**config.mk**
```make
export PLATFORM = sky130hd
export DESIGN_NAME = cau_front_flat
export DESIGN_NICKNAME = d
export VERILOG_FILES = /design/src/rtl/cau_pkg.sv /design/src/rtl/cau_req_if.sv /design/src/rtl/cau_front.sv /design/src/flat_wrapper.sv
export SDC_FILE = /design/constraint.sdc
export NUM_CORES = 1
export LEC_CHECK = 0
export BUFFER_PORTS_ARGS = -buffer_cell sky130_fd_sc_hd__buf_2
export CAP_MARGIN = 20
export CELL_PAD_IN_SITES_DETAIL_PLACEMENT = 0
export CELL_PAD_IN_SITES_GLOBAL_PLACEMENT = 2
export CORE_ASPECT_RATIO = 1.25
export CORE_MARGIN = 10
export CORE_UTILIZATION = 27
export DETAILED_ROUTE_END_ITERATION = 7
export PLACE_DENSITY_LB_ADDON = 0.1
export SYNTH_ARGS = -nofsm -noshare
export SYNTH_HDL_FRONTEND = slang
export SYNTH_SLANG_ARGS = --single-unit
```
**constraint.sdc**
```tcl
create_clock -name vclk -period 8.1
set_clock_uncertainty 0.2 [all_clocks]
set_input_delay 0.405 -clock vclk [all_inputs]
set_output_delay 0.405 -clock vclk [all_outputs]
set_load 0.02 [all_outputs]
```
**src/rtl/cau_pkg.sv**
```systemverilog
`timescale 1ns / 1ps
// ----------------------------------------------------------------------------
// cau_pkg: shared types and constants of the complex arithmetic unit
// Operation codes, widths and the request entry passed from front to back.
// ----------------------------------------------------------------------------
package cau_pkg;

    localparam int CAU_FRAC_BITS   = 16;
    localparam int CAU_DATA_W      = 32;
    localparam int CAU_SUM_W       = CAU_DATA_W + 1;
    localparam int CAU_PROD_W      = 2 * CAU_DATA_W;
    localparam int CAU_TERM_W      = CAU_PROD_W + 2;
    localparam int CAU_QBITS       = CAU_DATA_W;
    localparam int CAU_REM_W       = CAU_PROD_W + CAU_QBITS;
    localparam int CAU_QUEUE_DEPTH = 2;

    typedef enum logic [1:0] {
        OP_ADD = 2'd0,
        OP_SUB = 2'd1,
        OP_MUL = 2'd2,
        OP_DIV = 2'd3
    } op_t;

    // Classified request: operand sign/magnitude plus add/sub result
    typedef struct packed {
        op_t                   op;
        logic                  dz;
        logic                  ar_neg;
        logic [CAU_DATA_W-1:0] ar_mag;
        logic                  ai_neg;
        logic [CAU_DATA_W-1:0] ai_mag;
        logic                  br_neg;
        logic [CAU_DATA_W-1:0] br_mag;
        logic                  bi_neg;
        logic [CAU_DATA_W-1:0] bi_mag;
        logic                  re_as_neg;
        logic [CAU_SUM_W-1:0]  re_as_mag;
        logic                  im_as_neg;
        logic [CAU_SUM_W-1:0]  im_as_mag;
    } cau_entry_t;

endpackage

```
**src/rtl/cau_req_if.sv**
```systemverilog
`timescale 1ns / 1ps
// ----------------------------------------------------------------------------
// cau_req_if: operand request channel
// Valid/ready channel carrying the operation code and both complex operands.
// ----------------------------------------------------------------------------
interface cau_req_if;
    logic                                valid;
    logic                                ready;
    logic [1:0]                          operation;
    logic signed [cau_pkg::CAU_DATA_W-1:0] a_re;
    logic signed [cau_pkg::CAU_DATA_W-1:0] a_im;
    logic signed [cau_pkg::CAU_DATA_W-1:0] b_re;
    logic signed [cau_pkg::CAU_DATA_W-1:0] b_im;

    modport source (output valid, output operation, output a_re, output a_im,
                    output b_re, output b_im, input ready);
    modport sink   (input valid, input operation, input a_re, input a_im,
                    input b_re, input b_im, output ready);
endinterface

```
**src/rtl/cau_front.sv**
```systemverilog
`timescale 1ns / 1ps
// ----------------------------------------------------------------------------
// cau_front: request intake and classification
// Splits operands into sign/magnitude, does add/sub, flags a zero divisor.
// ----------------------------------------------------------------------------
module cau_front (
    cau_req_if.sink             req,
    input  logic                full,
    output logic                push,
    output cau_pkg::cau_entry_t entry
);
    import cau_pkg::*;

    logic signed [CAU_SUM_W-1:0] sum_re;
    logic signed [CAU_SUM_W-1:0] sum_im;
    op_t                         op;

    function automatic logic [CAU_DATA_W-1:0] mag_of(logic signed [CAU_DATA_W-1:0] x);
        mag_of = x[CAU_DATA_W-1] ? CAU_DATA_W'(-x) : CAU_DATA_W'(x);
    endfunction

    function automatic logic [CAU_SUM_W-1:0] mag_sum(logic signed [CAU_SUM_W-1:0] x);
        mag_sum = x[CAU_SUM_W-1] ? CAU_SUM_W'(-x) : CAU_SUM_W'(x);
    endfunction

    // handshake: take a request whenever the queue has room
    assign req.ready = !full;
    assign push      = req.valid && !full;
    assign op        = op_t'(req.operation);

    // add / subtract done up front, exact in 33 bits
    always_comb
    begin
        if (op == OP_SUB)
        begin
            sum_re = CAU_SUM_W'(req.a_re) - CAU_SUM_W'(req.b_re);
            sum_im = CAU_SUM_W'(req.a_im) - CAU_SUM_W'(req.b_im);
        end
        else
        begin
            sum_re = CAU_SUM_W'(req.a_re) + CAU_SUM_W'(req.b_re);
            sum_im = CAU_SUM_W'(req.a_im) + CAU_SUM_W'(req.b_im);
        end
    end

    // classified entry
    always_comb
    begin
        entry.op        = op;
        entry.dz        = (op == OP_DIV) && (req.b_re == '0) && (req.b_im == '0);
        entry.ar_neg    = req.a_re[CAU_DATA_W-1];
        entry.ar_mag    = mag_of(req.a_re);
        entry.ai_neg    = req.a_im[CAU_DATA_W-1];
        entry.ai_mag    = mag_of(req.a_im);
        entry.br_neg    = req.b_re[CAU_DATA_W-1];
        entry.br_mag    = mag_of(req.b_re);
        entry.bi_neg    = req.b_im[CAU_DATA_W-1];
        entry.bi_mag    = mag_of(req.b_im);
        entry.re_as_neg = sum_re[CAU_SUM_W-1];
        entry.re_as_mag = mag_sum(sum_re);
        entry.im_as_neg = sum_im[CAU_SUM_W-1];
        entry.im_as_mag = mag_sum(sum_im);
    end

endmodule

```
**src/flat_wrapper.sv**
```systemverilog
// flat-port wrapper written by rule: the top's interface ports become plain ports
module cau_front_flat import cau_pkg::*;
  (full, push, entry, req_valid, req_operation, req_a_re, req_a_im, req_b_re, req_b_im, req_ready);
  cau_req_if req_i ();
  input  logic full;
  output logic push;
  output cau_pkg::cau_entry_t entry;
  input wire logic [$bits(req_i.valid)-1:0] req_valid;
  input wire logic [$bits(req_i.operation)-1:0] req_operation;
  input wire logic [$bits(req_i.a_re)-1:0] req_a_re;
  input wire logic [$bits(req_i.a_im)-1:0] req_a_im;
  input wire logic [$bits(req_i.b_re)-1:0] req_b_re;
  input wire logic [$bits(req_i.b_im)-1:0] req_b_im;
  output wire logic [$bits(req_i.ready)-1:0] req_ready;
  assign req_i.valid = req_valid;
  assign req_i.operation = req_operation;
  assign req_i.a_re = req_a_re;
  assign req_i.a_im = req_a_im;
  assign req_i.b_re = req_b_re;
  assign req_i.b_im = req_b_im;
  assign req_ready = req_i.ready;
  cau_front u_core (.req(req_i), .full(full), .push(push), .entry(entry));
endmodule
```
== Word level (Yosys, flattened, before mapping) ==
Cells that the tools add are included.

* Div/mod/pow operators: 0
* Bitwise logic cells: 0
* Reduce and logical (&&, ||, !) cells: 6
* Shift-type cells: 0
* Eq/ne operators: 2
* Add/sub/neg operators: 10
* Multiplexer cells: 8
* Order comparisons: 0
* $mul: 0

{| class="wikitable"
|+ Operators with widths
! cell !! count
|-
| 33-bit two-way mux || 4
|-
| 32-bit two-way mux || 4
|-
| 32-bit negator || 4
|-
| 32-bit by 32-bit adder with 33-bit output || 2
|-
| 33-bit negator || 2
|-
| 32-bit by 32-bit subtractor with 33-bit output || 2
|-
| 32-bit zero test || 2
|-
| 1-bit logical AND || 3
|-
| 2-bit by 1-bit equality test with 1-bit output (second input constant) || 1
|-
| 2-bit equality test (second input constant) || 1
|-
| 1-bit zero test || 1
|}

* Memory bits (writable): 0
* Bits in latches: 0
* Memories kept: 0
* Output and inout port bits: 205
* ROM bits: 0
* Flip-flop bits (word level): 0
* Bits of input ports: 132
* Word-level logic and storage cells: 26

== Longest topological paths before layout ==
* Depth after elaboration: 4
* Gate-level depth with buffers: 23
* Mapped depth without buffers: 22

== Worst setup path after synthesis ==
Ideal clock, no wire load.

* Path kind: input-to-output
* Start: input port req_b_im[1]
* End: output port entry[32] in the netlist's numbering
* Data required time: 7.495 ns
* Stages: 20
* Slack: 1.410 ns
* Arrival: 6.085 ns
* Path buffers: 1
* Path through: or3_1 > or3_1 > or2_1 > or4_1 > or2_1 > or4_1 > nand2_1 > xor2_1 > ha_1 > nand2_1 > a2111oi_0 > o21ai_1 > and3_1 > xnor2_1 > or4_1 > or4b_1 > clkbuf_1 > nor4_2 > nand3_1 > nor3_1

{| class="wikitable"
|+ RTL lines
! item !! line !! source
|-
| start, declared || flat_wrapper.sv:13 || <nowiki>input wire logic [$bits(req_i.b_im)-1:0] req_b_im;</nowiki>
|-
| end, declared || flat_wrapper.sv:7 || <nowiki>output cau_pkg::cau_entry_t entry;</nowiki>
|}

==> impl_metrics.py <==
metrics = {
    "run_status": {
        "outcome": "completed",
    },
    "cts": {
        "cts_setup_buffers": 0,
        "cts-resized-gates": 0,
        "cts_hold_buffers": 0,
    },
    "logic_synthesis": {
        "syn_area_um2": 8562,
        "synth_most_common_cell": "xnor2_1",
        "netlist_top_cells_count": "xnor2_1 (198), nand2_1 (167), xor2_1 (96)",
        "synth_warnings": 0,
        "synth_top_family_by_area": "XOR/XNOR gates",
        "ys_seq_area_share_pct": 0,
        "synth.avg_cell_area_um2": 6.591,
        "synth_compound_area_share_pct": 24.96,
        "synth_fa_ha_area_share_pct": 10.99,
        "syn_nets": 1505,
        "synth_cells": 1299,
        "synthMuxAreaShare_pct": 0.5992,
        "synthTopCellsByArea": "xnor2_1 (20%), ha_1 (11%), xor2_1 (9.8%), nand2_1 (7.3%), a21oi_1 (4.7%)",
        "synth_top_cell_by_area": "xnor2_1",
        "ys_types": 70,
        "yosysTopAreaCellShare_pct": 20.25,
        "synthSimpleGateAreaFrac_pct": 27.65,
        "synth_xor_area_share_pct": 30.40,
    },
    "hold_path": {
        "worstHoldStart": "full",
        "hold_end": "req_ready",
        "holdPathStages": 3,
        "min_path_type": "in -> out",
    },
    "global_routing": {
        "track_usage_pct": 18.38,
        "grt_pass1_vias": 10443,
        "grt_max_degree": 38,
        "grt_first_pass_wirelength_um": 58330,
        "antenna_found_initial": 3,
        "overflow": 0,
    },
    "die": {
        "core_area_um2": 31080,
        "die_h_um": 219.1,
        "dieArea_um2": 39280,
        "io_pins": 337,
        "die_width_um": 179.3,
        "rows": 72,
        "start_util_pct": 27.55,
    },
    "layout": {
        "flops_and_latches": 0,
        "seq_area_um2": 0,
        "fin_nets": 1782,
        "clock_buffers": 0,
        "area_growth_pct": 22.87,
        "drive_above_1_share_pct": 23.38,
    },
    "pwr": {
        "swShare_pct": 64.59,
        "p_per_area_nw_per_um2": 167.1,
        "seqPwrFrac_pct": 0,
        "clkPwrFrac_pct": 0,
        "p_comb_share_pct": 100.0,
        "ir_worst_vdd_v": 0.0001326,
        "power.switching_w": 0.001135,
        "p_leak_nw": 4.681,
        "p_int_w": 0.0006223,
        "p_total_w": 0.001758,
    },
    "timing": {
        "period_share_pct": 92.38,
        "final_max_slew_viol_count": 0,
        "worst_pin_slew_ns": 1.026,
        "setup_viol": 0,
        "setup_ws_ns": 0.6170,
        "max_freq_mhz": 133.6,
        "fin_setup_tns_ns": 0,
        "timing.hold.ws_ns": 0.8696,
        "rsz0062_at_grt": "false",
        "slew_headroom_pct": 30.99,
        "min_period_ns": 7.483,
        "hold_viol": 0,
    },
    "critical_path": {
        "crit_family": "simple AND/OR/NAND/NOR gates",
        "crit_slowest_cell": "or4b_1",
        "crit_chain": "buf_2 > or3_1 > or3_1 > or2_1 > or4_1 > or2_1 > or4_1 > nand2_1 > xor2_1 > ha_1 > nand2_1 > a2111oi_0 > o21ai_1 > and3_1 > xnor2_1 > or4_1 > or4b_1 > nor4_1 > a31oi_1 > xor2_1 > buf_2",
        "cp_slowest_stage_delay_ns": 0.67,
        "cp.required_ns": 7.50,
        "cp.arrival_ns": 6.88,
        "critPathMostFrequentCell": "or4_1",
        "cp-end-kind": "output port",
        "worstSetupPathType": "in -> out",
        "worstSetupStartpoint": "req_b_im[1]",
        "cp_max_fo": 7,
        "path_buf_inv": 2,
        "cp-start-kind": "input pin",
    },
    "place": {
        "gp_congestion": 0.8779,
        "port_buffers": 337,
        "dp_slack_ns": 0.6213,
        "hpwlAfterDp_um": 33950,
    },
    "drt": {
        "drt_iter0_drc": 494,
        "first_pass_iters": 5,
        "wire_per_inst_um": 19.45,
        "finalWirelength_um": 38570,
        "antenna_left": 0,
        "vias": 10149,
        "drc": 0,
        "routed_via_density": 5.118,
    },
    "job": {
        "drv_cap": 0,
    },
}
-- power by group through the flow --
| stage | Sequential, W | Clock, W | Combinational, W |
|---|---|---|---|
| after floorplan | 0 | 0 | 0.00121 |
| after global placement | 0 | 0 | 0.00178 |
| after detailed placement | 0 | 0 | 0.00177 |
| after CTS | 0 | 0 | 0.00178 |
| after global routing | 0 | 0.0000000000166 | 0.00193 |
| final | 0 | 0.0000000000331 | 0.00176 |
-- cells by family (layout without fill, tap and decap cells) --
kind of cell | count (synthesis) | after routing
AND/OR/NAND/NOR | 477 | 477
AO/OA/AOI/OAI | 337 | 337
XOR/XNOR | 295 | 295
buffers and inverters | 111 | 386
adder cells (fa/ha/maj) | 74 | 74
multiplexers | 5 | 5
other | 0 | 2
-- layout make-up --
class | count | area (µm²)
fillers | 3592 | 20560
multi-input cells | 1188 | 8102
repair buffers | 346 | 1754
well taps | 407 | 509.2
inverters | 40 | 150.1
diodes | 2 | 5.005
-- routing by layer --
layer  global-route usage (%)  up-vias  share of wire [%]
li1                         -     5202                  -
met1                    20.40     4656                 39
met2                    35.87      262                 53
met3                    2.628       27                5.5
met4                    3.312        2                1.9
met5                        0        -              0.052
-- worst max path at each step --
stage / to / slack, ns / depth (start not counted)
after floorplan: entry[32] / 1.41 / 20
after global placement: entry[31] / 0.75 / 21
after detailed placement: entry[31] / 0.62 / 21
after CTS: entry[31] / 0.59 / 21
after global routing: entry[31] / 0.13 / 21
final: entry[31] / 0.62 / 21
-- through the flow --
step                instance area, µm²  std cells  util (%)
floorplan                         8562       1299         -
global placement                 10520       1981     33.83
detailed placement               10520       1981     33.83
CTS                              10520       1981     33.83
global route                     10520       1982     33.84
finish                           10520       1983     33.85
-- cells in the final DEF, fill, tap and decap left out, types with 27 or more instances in the layout --
cell type,synthesis,final
nor2_1,85,85
nand3_1,27,27
or3_1,37,37
o21ai_1,32,32
buf_2,1,337
ha_1,72,72
nand2_1,167,167
a21oi_1,81,81
nor3_1,29,29
o21ai_0,60,60
xor2_1,96,96
o31ai_1,39,39
xnor2_1,198,198
inv_1,38,38
-- worst min-delay path, stage by stage --
cell,delay [ns]
buf_2,0.08
inv_1,0.03
buf_2,0.14
Note: power is estimated with default switching activity, not from simulation.
