--- src/rtl/cau_pkg.sv ---
`timescale 1ns / 1ps
// ----------------------------------------------------------------------------
// cau_pkg: shared types and constants of the complex arithmetic unit
// Operation codes, widths and the request entry passed from front to back.
// ----------------------------------------------------------------------------
package cau_pkg;

    localparam int CAU_FRAC_BITS   = 16;
    localparam int CAU_DATA_W      = 32;
    localparam int CAU_SUM_W       = CAU_DATA_W + 1;
    localparam int CAU_PROD_W      = 2 * CAU_DATA_W;
    localparam int CAU_TERM_W      = CAU_PROD_W + 2;
    localparam int CAU_QBITS       = CAU_DATA_W;
    localparam int CAU_REM_W       = CAU_PROD_W + CAU_QBITS;
    localparam int CAU_QUEUE_DEPTH = 2;

    typedef enum logic [1:0] {
        OP_ADD = 2'd0,
        OP_SUB = 2'd1,
        OP_MUL = 2'd2,
        OP_DIV = 2'd3
    } op_t;

    // Classified request: operand sign/magnitude plus add/sub result
    typedef struct packed {
        op_t                   op;
        logic                  dz;
        logic                  ar_neg;
        logic [CAU_DATA_W-1:0] ar_mag;
        logic                  ai_neg;
        logic [CAU_DATA_W-1:0] ai_mag;
        logic                  br_neg;
        logic [CAU_DATA_W-1:0] br_mag;
        logic                  bi_neg;
        logic [CAU_DATA_W-1:0] bi_mag;
        logic                  re_as_neg;
        logic [CAU_SUM_W-1:0]  re_as_mag;
        logic                  im_as_neg;
        logic [CAU_SUM_W-1:0]  im_as_mag;
    } cau_entry_t;

endpackage

--- src/rtl/cau_queue.sv ---
`timescale 1ns / 1ps
// ----------------------------------------------------------------------------
// cau_queue: request queue between front and back
// Small FIFO of classified requests; decouples front and back stalls.
// ----------------------------------------------------------------------------
module cau_queue (
    input  logic                clk,
    input  logic                rst_n,
    input  logic                push,
    input  cau_pkg::cau_entry_t wr_entry,
    output logic                full,
    input  logic                pop,
    output logic                rd_valid,
    output cau_pkg::cau_entry_t rd_entry
);
    import cau_pkg::*;

    localparam int PTR_W = $clog2(CAU_QUEUE_DEPTH);
    localparam int CNT_W = $clog2(CAU_QUEUE_DEPTH + 1);

    cau_entry_t       slot_reg [CAU_QUEUE_DEPTH];
    logic [PTR_W-1:0] wr_ptr_reg, wr_ptr_next;
    logic [PTR_W-1:0] rd_ptr_reg, rd_ptr_next;
    logic [CNT_W-1:0] count_reg, count_next;

    assign full     = (count_reg == CNT_W'(CAU_QUEUE_DEPTH));
    assign rd_valid = (count_reg != '0);
    assign rd_entry = slot_reg[rd_ptr_reg];

    // pointer and fill count update
    always_comb
    begin
        wr_ptr_next = push ? wr_ptr_reg + PTR_W'(1) : wr_ptr_reg;
        rd_ptr_next = pop ? rd_ptr_reg + PTR_W'(1) : rd_ptr_reg;
        count_next  = count_reg + CNT_W'(push) - CNT_W'(pop);
    end

    always_ff @(posedge clk or negedge rst_n)
    begin
        if (!rst_n)
        begin
            wr_ptr_reg <= '0;
            rd_ptr_reg <= '0;
            count_reg  <= '0;
        end
        else
        begin
            wr_ptr_reg <= wr_ptr_next;
            rd_ptr_reg <= rd_ptr_next;
            count_reg  <= count_next;
        end
    end

    // entry storage
    always_ff @(posedge clk)
    begin
        if (push)
        begin
            slot_reg[wr_ptr_reg] <= wr_entry;
        end
    end

endmodule

--- config.mk ---
export PLATFORM = sky130hd
export DESIGN_NAME = cau_queue
export DESIGN_NICKNAME = d
export VERILOG_FILES = /design/src/rtl/cau_pkg.sv /design/src/rtl/cau_queue.sv
export SDC_FILE = /design/constraint.sdc
export NUM_CORES = 1
export LEC_CHECK = 0
export ABC_AREA = 1
export ABC_CLOCK_PERIOD_IN_PS = 10700
export BUFFER_PORTS_ARGS = -buffer_cell sky130_fd_sc_hd__buf_2
export CORE_UTILIZATION = 49
export DETAILED_ROUTE_END_ITERATION = 8
export PLACE_DENSITY_LB_ADDON = 0.05
export SLEW_MARGIN = 20
export SYNTH_ARGS = -nofsm -noshare
export SYNTH_HDL_FRONTEND = slang
export SYNTH_SLANG_ARGS = --single-unit
--- constraint.sdc ---
create_clock -name clk -period 10.7 [get_ports clk]
set_input_delay 0.535 -clock clk [delete_from_list [all_inputs] [get_ports clk]]
set_output_delay 0.535 -clock clk [all_outputs]
set_load 0.005 [all_outputs]
# ---- Yosys cells after proc, flatten, opt, wreduce, memory -nomap -nowiden
# Memories as Yosys holds them, arrays and structs flattened.
# Cells that the tools add are included.
# Widths: inputs -> output; s select.
dict set report word_totals {
  reg_bits 4
  ramBits 406
  input_bits 207
  wordCells 12
  mem_count 1
}
# name words width rd rd_clocked_by_memory_dff wr line
set mem_list {}
lappend mem_list {slot_reg 2 203 1 0 1 cau_queue.sv:21} ;# cau_entry_t slot_reg [CAU_QUEUE_DEPTH];
dict set report op_classes {
  add_sub_neg 4
  n_eq_ne 1
  muxes 2
  reduce_logical 1
}
# cell count
set op_table {}
lappend op_table {{$add 1x1->1 const B} 2}
lappend op_table {{$add 2x1->2} 1}
lappend op_table {{$eq 2x2->1 const B} 1}
lappend op_table {{$mux 1} 2}
lappend op_table {{$reduce_bool 2->1} 1}
lappend op_table {{$sub 2x1->2} 1}

# ---- Logic depth before layout (Yosys ltp)
# Gate-level depths: netlist of run 1.
dict set report logic_depth {
  depth_word 2
  ltp_mapped 7
  ltp_nobuf 7
}

# ---- Worst setup path before layout of run 1
# No wires, ideal clock.
dict set report synth_timing {
  kind {input-to-reg}
  start {input push}
  end {memory slot_reg[0][0] (netlist name) (enable)}
  setup_ns 0.775
  arrival_time_ns 9.058
  required_time_ns 9.925
  slack_ns 0.867
  stages 2
  n_path_buf 0
  path_cell_list {inv_1 > nor2_1}
}
dict set report synth_via {
  elab_chain_len 2
}
# item line
set synth_rtl {}
lappend synth_rtl {{start, declared} cau_queue.sv:9} ;# input logic push,
lappend synth_rtl {{$mux 1} cau_queue.sv:57} ;# if (push)
lappend synth_rtl {{$mux 1 (implied by the code)} cau_queue.sv:59} ;# slot_reg[wr_ptr_reg] <= wr_entry;
lappend synth_rtl {{end, declared} cau_queue.sv:21}
# No other way between the ends.

==> results of run 1 <==
-- logic make-up after synthesis --
logic type	count (synthesis)	synth area share, %
AOI/OAI and AO/OA	203	6.66
DFF	410	80.6
xor gates and xnor gates	2	0.115
and+or+nand+nor	213	5.25
adders and majority gates	2	0.164
buffers and inverters	255	7.17
-- per-stage QoR --
stage / setup slack, ns / util (%) / hold WS, ns
global route: 6.66 / 61.6 / 0.168
CTS: 6.64 / 61.5 / 0.174
global placement: 7.28 / 57.4 / 0.349
detailed placement: 7.20 / 57.4 / 0.351
floorplan: 0.867 / - / 0.239
finish: 6.95 / 61.7 / 0.197
-- synth_stat cells --
library cell / count
dfrtp_1: 4
edfxtp_1: 406
buf_6: 13
buf_4: 4
o21ai_0: 96
buf_2: 19
ha_1: 2
clkbuf_1: 9
xor2_1: 2
nor2_1: 2
nand2_1: 210
o21ai_1: 107
inv_1: 210
nand3_1: 1
-- cells in the final DEF, fill, tap and decap left out, drive strengths merged --
cell	synthesis	final
xor2	2	2
nand3	1	1
dlygate4sd3	0	1
diode	0	13
dfrtp	4	4
nand2	210	210
clkbuf	9	56
edfxtp	406	406
clkinv	0	18
buf	36	417
ha	2	2
o21ai	203	203
inv	210	210
nor2	2	2
-- layer usage --
layer	track usage, %	routed length, um	vias to the layer above
met2	31.8	15600	314
met5	0	96	-
met1	21.8	11600	4221
met4	6.60	723	16
li1	-	-	4534
met3	8.27	3360	62
-- final timing paths --
check | start | to | slack, ns
max | rd_ptr_reg | rd_entry[139] | 6.95
min | wr_entry[27] | slot_reg[0][27] | 0.20
max reg2reg | wr_ptr_reg | slot_reg[1][95] | 8.01
min reg2reg | wr_ptr_reg | wr_ptr_reg | 0.55
max in group asynchronous | rst_n | rd_ptr_reg | 10.18
min in group asynchronous | rst_n | count_reg[0] | 0.38
-- power by group --
group	leakage [uW]	switching [uW]	internal, uW
clock	0.000615	557	762
sequential	0.00386	90.7	2140
combinational	0.00359	813	463
-- layout make-up --
type,count,area (sq um)
multi-input combinational,420,1870
clock buffer,56,1170
antenna,13,32.5
inverter,210,796
clock inverter,18,77.6
fill,2466,11700
timing repair buffer,418,2130
sequential,410,12300
tap,396,495
==> flow_metrics.py, run 1 <==
metrics = {
    "logic_synthesis": {
        "synthDominantCellAreaShare_pct": 80.0,
        "syn_avg_cell_area_sq_um": 14.1,
        "ys_seq_area_share_pct": 80.6,
        "synthCells": 1085,
        "synth.area.top_cells": "edfxtp_1, inv_1, nand2_1",
        "synth.largest_area_cell": "edfxtp_1",
        "synth.net_count": 1294,
        "synth_warnings": 0,
        "synth_cell_types": 14,
        "syn_area_sq_mm": 0.0152,
        "ys_ff_latch": 410,
    },
    "final_layout": {
        "instances_no_fill": 1941,
        "final_area_sq_mm": 0.0189,
        "area_delta_synth_final_pct": 23.7,
        "final_net_count": 1712,
        "final_layout_size_suffix_gt1_share_pct": 30.9,
        "largest_register_ffs": 406,
    },
    "run": {
        "max-cap-violations": 0,
    },
    "clock_tree": {
        "cts_max_level": 2,
        "path_clk_slew_ns": 0.06,
        "cts_buffers": 43,
        "clk_latency_ns": 0.52,
        "ctsResizeCount": 0,
        "cts_root_buf": "clkbuf_16",
        "post_cts_buffers": 0,
        "cts_sinks": 410,
        "cts_tree": "done",
        "hold_buffers": 1,
        "ctsLongestPathBuffers": 3,
    },
    "global_route": {
        "track_usage_pct": 19.0,
        "grt_max_degree": 238,
        "grt_pass1_wl_mm": 45.2,
        "grt-ovfl-total": 0,
        "grt_pass1_vias": 8366,
        "antenna_found_initial": 19,
    },
    "worst_setup_path": {
        "crit_chain": "buf_12 -> buf_6 -> nand2_1 -> o21ai_1 -> buf_2",
        "cp.arrival_ns": 3.22,
        "path_buf_inv": 3,
        "slowest_stage": "dfrtp_4",
        "required_ns": 10.17,
        "worst-path-stages": 5,
        "max_stage_delay_ns": 0.73,
        "end_kind": "output port",
        "setup.worst_path.start_class": "flip-flop",
        "reg2regPathDepth": 3,
        "critPathMaxFanout": 237,
        "crit_family": "buffers and inverters",
        "path_class": "reg -> out",
    },
    "timing": {
        "setup_viol_count_final": 0,
        "timing.fmax_mhz": 266,
        "fin_crit_ns": 3.75,
        "finalSetupTns_ns": 0,
        "rsz0062_at_grt": "no",
        "fin_worst_skew_ns": 0.0104,
        "drv_slew": 0,
        "relSlewSlack_pct": 30.4,
        "worstMarginPinSlew_ns": 1.04,
        "period_share_pct": 35.1,
        "hold_violations": 0,
    },
    "die": {
        "start_util_pct": 49.8,
        "die_y_um": 178,
        "die_w_um": 178,
        "design.core.area_sq_mm": 0.0306,
        "placement_rows": 64,
        "die_area_sq_mm": 0.0318,
        "ios": 412,
    },
    "drt": {
        "viasPerCell": 4.71,
        "drc": 0,
        "avgRoutedWirePerCell_um": 16.2,
        "dr.pass1.iters": 4,
        "drt-total-wl_mm": 31.4,
        "antenna_left": 0,
        "via_count": 9147,
        "first_iter_violations": 565,
    },
    "outcome": {
        "status": "finished, final reports clean",
    },
    "placement": {
        "dpl.cell_count": 1853,
        "postPlaceCellArea_sq_mm": 0.0176,
        "dp_hpwl_mm": 20.6,
        "portBuffers": 411,
        "place_congestion": 0.743,
    },
    "pwr": {
        "power_uw": 4820,
        "powerDensity_mw_per_mm2": 256,
        "power.leakage_uw": 0.00806,
        "peakVddDrop_v": 0.000307,
    },
    "min_path": {
        "min_delay_path_depth": 1,
        "hold_class": "in -> reg",
    },
}
(Power assumes the default switching activity.)
==> inputs of run 2 (changes only) <==
--- a/config.mk
+++ b/config.mk
@@ -6,9 +6,9 @@
 export NUM_CORES = 1
 export LEC_CHECK = 0
 export ABC_AREA = 1
-export ABC_CLOCK_PERIOD_IN_PS = 10700
+export ABC_CLOCK_PERIOD_IN_PS = 3400
 export BUFFER_PORTS_ARGS = -buffer_cell sky130_fd_sc_hd__buf_2
-export CORE_UTILIZATION = 49
+export CORE_UTILIZATION = 47
 export DETAILED_ROUTE_END_ITERATION = 8
 export PLACE_DENSITY_LB_ADDON = 0.05
 export SLEW_MARGIN = 20
==> constraint.sdc (replaced) <==
create_clock -name clk -period 3.4 [get_ports clk]
set_input_delay 0.17 -clock clk [delete_from_list [all_inputs] [get_ports clk]]
set_output_delay 0.17 -clock clk [all_outputs]
set_load 0.005 [all_outputs]
==> run 2 against run 1 <==
Effect of this change:
- register-to-register slack got worse by 6.7 ns
- cell area grew 12%
- global-route usage grew 0.65 points
==> flow_metrics.py, run 2 (synthesis gave the netlist of run 1 again) <==
metrics = {
    "outcome": {
        "status": "finished, final reports clean",
    },
    "clock_tree": {
        "cts_buffers": 42,
        "post_cts_buffers": 0,
        "path_clk_slew_ns": 0.06,
        "cts_root_buf": "clkbuf_16",
        "ctsResizeCount": 0,
        "cts_tree": "done",
        "ctsLongestPathBuffers": 3,
        "hold_buffers": 207,
        "cts_sinks": 410,
        "cts_max_level": 2,
        "clk_latency_ns": 0.53,
    },
    "placement": {
        "postPlaceCellArea_sq_mm": 0.0177,
        "pre_cts_ws_ns": 1.29,
        "portBuffers": 411,
        "place_congestion": 0.751,
        "dp_hpwl_mm": 20.7,
    },
    "timing": {
        "hold_violations": 0,
        "fin_crit_ns": 2.28,
        "timing.fmax_mhz": 440,
        "worstMarginPinSlew_ns": 0.902,
        "fin_worst_skew_ns": 0.0147,
        "drv_slew": 0,
        "rsz0062_at_grt": "no",
        "setup_viol_count_final": 0,
        "worst_slack_ns": 1.12,
        "finalSetupTns_ns": 0,
        "period_share_pct": 66.9,
        "hold-worst-slack_ns": 0.360,
        "relSlewSlack_pct": 39.8,
    },
    "drt": {
        "drt-total-wl_mm": 33.4,
        "viasPerCell": 4.59,
        "first_iter_violations": 575,
        "avgRoutedWirePerCell_um": 15.5,
        "antenna_left": 0,
        "dr.pass1.iters": 6,
        "drc": 0,
        "via_count": 9872,
    },
    "worst_setup_path": {
        "end_kind": "output port",
        "path_class": "reg -> out",
        "critPathMaxFanout": 140,
        "setup.worst_path.start_class": "flip-flop",
        "slowest_stage": "dfrtp_4",
        "reg2reg_from": "wr_ptr_reg",
        "max_stage_delay_ns": 0.63,
        "cp.arrival_ns": 2.11,
        "crit_chain": "buf_12 -> nand2_1 -> o21ai_1 -> buf_2",
        "crit_start": "rd_ptr_reg",
        "required_ns": 3.23,
    },
    "final_layout": {
        "n_fill_cell": 2370,
        "final_cell_mix": "buf_2, edfxtp_1, inv_1, nand2_1, dlygate4sd3_1",
        "area_delta_synth_final_pct": 38.2,
        "final_layout_size_suffix_gt1_share_pct": 27.5,
        "layout_commonest_cell": "buf_2",
        "final_area_sq_mm": 0.0211,
        "largest_register_ffs": 406,
        "final_net_count": 1924,
    },
    "pwr": {
        "powerDensity_mw_per_mm2": 741,
        "power.leakage_uw": 0.00898,
        "power_uw": 15600,
        "peakVddDrop_v": 0.000657,
    },
    "global_route": {
        "grt-ovfl-total": 0,
        "track_usage_pct": 19.7,
        "grt_pass1_vias": 9704,
        "grt_max_degree": 141,
        "antenna_found_initial": 5,
        "grt_pass1_wl_mm": 50.2,
    },
    "min_path": {
        "hold_class": "in -> reg",
        "hold_start": "wr_entry[36]",
    },
    "die": {
        "die_area_sq_mm": 0.0332,
        "start_util_pct": 48.1,
        "placement_rows": 65,
        "die_y_um": 182,
        "design.core.area_sq_mm": 0.0317,
        "ios": 412,
        "die_w_um": 182,
    },
    "run": {
        "max-cap-violations": 0,
    },
}
run 2: cell type report:
cell class              count  area, sq um  share of cell area, %
repair buffers            631         4330                   20.5
clock buffers              56         1170                   5.54
well taps                 402          503                   2.39
clock inverters            17         97.6                  0.463
diodes                      5         12.5                 0.0594
flip-flops and latches    410        12300                   58.4
inverters                 210          792                   3.76
multi-input cells         420         1870                   8.87
run 2: metal layers:
layer / vias up / wire length (um) / GRT usage (%)
met5: - / 0 / 0
met4: 0 / 1050 / 7.09
met3: 71 / 3050 / 6.77
met2: 335 / 16300 / 33.5
met1: 4533 / 13000 / 23.2
li1: 4933 / - / -
run 2: worst max-delay path: cells and delay by family, from the launching register on:
family	cells	cell delay (ns)
compound gates	1	0.16
buf+inv	2	0.63
flops	1	0.63
simple gates	1	0.10
run 2: path summary, 6_finish.rpt:
| check | endpoint | cells past startpoint | slack (ns) |
|---|---|---|---|
| worst max-delay path | rd_entry[78] | 4 | 1.12 |
| worst min-delay path | slot_reg[1][36] | 2 | 0.36 |
| min in group asynchronous | wr_ptr_reg | 3 | 0.56 |
| max in group asynchronous | rd_ptr_reg | 3 | 2.63 |
| worst min register to register | wr_ptr_reg | 1 | 0.57 |
| worst max register to register | slot_reg[1][108] | 3 | 1.34 |
run 2: through the flow:
step	utilization (%)	std cells
after global placement	55.9	1866
after floorplan	-	1085
after global routing	66.4	2150
after detailed placement	55.9	1866
after CTS	66.4	2146
final	66.4	2151
run 2: power breakdown:
group / leakage, uW / total [uW] / switching, uW / internal (uW)
Sequential: 0.00386 / 6960 / 257 / 6700
Combinational: 0.00450 / 4400 / 2690 / 1710
Clock: 0.000621 / 4240 / 1770 / 2470
Total: 0.00898 / 15600 / 4720 / 10900
==> inputs of run 3 (changes only) <==
--- a/config.mk
+++ b/config.mk
@@ -6,9 +6,9 @@
 export NUM_CORES = 1
 export LEC_CHECK = 0
 export ABC_AREA = 1
-export ABC_CLOCK_PERIOD_IN_PS = 3400
+export ABC_CLOCK_PERIOD_IN_PS = 2100
 export BUFFER_PORTS_ARGS = -buffer_cell sky130_fd_sc_hd__buf_2
-export CORE_UTILIZATION = 47
+export CORE_UTILIZATION = 49
 export DETAILED_ROUTE_END_ITERATION = 8
 export PLACE_DENSITY_LB_ADDON = 0.05
 export SLEW_MARGIN = 20
==> constraint.sdc (replaced) <==
create_clock -name clk -period 2.1 [get_ports clk]
set_input_delay 0.105 -clock clk [delete_from_list [all_inputs] [get_ports clk]]
set_output_delay 0.105 -clock clk [all_outputs]
set_load 0.005 [all_outputs]
==> run 3 against run 2 <==
Effect of this change:
- cell count is essentially flat
- cell area is 0.24% higher
- count of clock-buffer cells in the layout down 2
- routed wire length up 1.1%
- die area shrank 4.0%
- critical path type unchanged
- largest cell class unchanged
==> flow_metrics.py, run 3 (synthesis gave the netlist of run 1 again) <==
metrics = {
    "outcome": {
        "status": "finished, final reports clean",
    },
    "timing": {
        "relSlewSlack_pct": 66.7,
        "setup_viol_count_final": 0,
        "rsz0062_at_grt": "no",
        "worstMarginPinSlew_ns": 0.500,
        "period_share_pct": 94.4,
        "drv_slew": 0,
        "hold_violations": 0,
        "fin_worst_skew_ns": 0.00831,
        "timing.fmax_mhz": 505,
        "fin_crit_ns": 1.98,
    },
    "final_layout": {
        "final_layout_size_suffix_gt1_share_pct": 27.7,
        "n_fill_cell": 2197,
        "final_cell_mix": "buf_2, edfxtp_1, inv_1, nand2_1, dlygate4sd3_1",
        "area_delta_synth_final_pct": 38.5,
        "largest_register_ffs": 406,
        "final_net_count": 1932,
        "multi_input_area_sq_mm": 0.00187,
        "final_area_sq_mm": 0.0211,
        "layout_commonest_cell": "buf_2",
        "area.sequential_sq_mm": 0.0123,
    },
    "pwr": {
        "seqPwrFrac_pct": 44.4,
        "power.leakage_uw": 0.00901,
        "pwr-share-comb_pct": 29.1,
        "power.switching_uw": 7660,
        "power_uw": 25300,
        "clkPwrFrac_pct": 26.5,
        "powerDensity_mw_per_mm2": 1200,
        "switching_share_pct": 30.3,
        "internal_power_uw": 17600,
        "peakVddDrop_v": 0.000784,
    },
    "worst_setup_path": {
        "setup.worst_path.start_class": "flip-flop",
        "r2r_slack_ns": 0.61,
        "end_kind": "output port",
        "critPathMaxFanout": 87,
        "cp.arrival_ns": 1.88,
        "required_ns": 2.00,
        "path_class": "reg -> out",
    },
    "global_route": {
        "antenna_found_initial": 2,
        "track_usage_pct": 20.4,
        "grt_pass1_wl_mm": 49.2,
        "grt_max_degree": 115,
        "grt-ovfl-total": 0,
        "grt_pass1_vias": 9554,
    },
    "drt": {
        "viasPerCell": 4.64,
        "antenna_left": 0,
        "avgRoutedWirePerCell_um": 15.7,
        "first_iter_violations": 639,
        "drt-total-wl_mm": 33.8,
        "dr.pass1.iters": 5,
        "drc": 0,
        "via_count": 9982,
    },
    "clock_tree": {
        "cts_tree": "done",
        "cts_sinks": 410,
        "cts_buffers": 42,
        "cts_max_level": 2,
        "clk_latency_ns": 0.52,
        "ctsLongestPathBuffers": 3,
        "cts_root_buf": "clkbuf_16",
        "path_clk_slew_ns": 0.06,
    },
    "die": {
        "placement_rows": 64,
        "start_util_pct": 49.8,
        "die_y_um": 178,
        "die_w_um": 178,
        "design.core.area_sq_mm": 0.0306,
        "ios": 412,
        "die_area_sq_mm": 0.0318,
    },
    "min_path": {
        "hold_class": "in -> reg",
    },
    "placement": {
        "portBuffers": 411,
        "postPlaceCellArea_sq_mm": 0.0178,
        "dp_hpwl_mm": 21.5,
        "place_congestion": 0.785,
    },
    "run": {
        "max-cap-violations": 0,
    },
}
==> run 3: changes by cell type in the layout (fill, tap and decap cells not counted), sizes merged <==
cell      delta
diode        -3
bufinv       -1
buf          +7
clkinvlp     +1
clkinv       +2
clkbuf       -1
==> run 3: final cells by class <==
type / count / share of cell area (%)
Sequential cell: 410 / 58.2
Timing Repair Buffer: 639 / 20.9
Multi-Input combinational cell: 420 / 8.85
Clock buffer: 54 / 5.49
Inverter: 210 / 3.75
Tap cell: 396 / 2.35
Clock inverter: 19 / 0.373
Antenna cell: 2 / 0.0237
==> run 3: path summary, 6_finish.rpt <==
path,from,endpoint,depth (start not counted)
max in group asynchronous,rst_n,rd_ptr_reg,3
min in group asynchronous,rst_n,count_reg[0],3
max reg2reg,wr_ptr_reg,slot_reg[0][25],3
min,wr_entry[63],slot_reg[0][63],2
min reg2reg,wr_ptr_reg,wr_ptr_reg,1
max,rd_ptr_reg,rd_entry[194],3
==> run 3: repair_timing <==
action | in CTS | in global routing
hold endpoints to repair | 413 | 0
setup endpoints to repair | 1 | 75
hold buffers | 207 | 0
gates resized for setup | 1 | 1
buffers inserted | 0 | 2
==> run 3: worst max-delay path, stage by stage, from the launching register on <==
cell	delay (ns)
dfrtp_4	0.56
buf_12	0.23
o21ai_0	0.33
buf_2	0.18
==> run 3: through the flow <==
stage	setup TNS [ns]	util, %	hold slack [ns]	std cells	setup WS (ns)
5_1_grt	0	69.0	0.288	2150	0.0204
3_3_place_gp	0	58.1	-0.0825	1866	0.582
6_report	0	69.0	0.298	2150	0.118
2_1_floorplan	-724.44	-	-0.191	1085	-1.81
4_1_cts	0	68.9	0.281	2146	0.00665
3_5_place_dp	0	58.1	-0.0807	1866	0.542
==> run 3: power groups by stage <==
stage / Combinational [uW] / Sequential [uW] / Clock [uW]
global placement: 7000 / 11400 / 0
CTS: 7420 / 11300 / 6840
detailed placement: 7070 / 11400 / 0
floorplan: 3810 / 11500 / 0
finish: 7370 / 11200 / 6690
global route: 8260 / 11400 / 7150
==> run 3: layer usage <==
metal	vias up	track usage [%]	wire length [um]	part of all wire (%)
li1	4952	-	-	-
met1	4624	24.7	13300	39
met2	352	35.2	16900	50
met3	54	5.71	2750	8.1
met4	0	6.53	856	2.5
met5	-	0	0	0
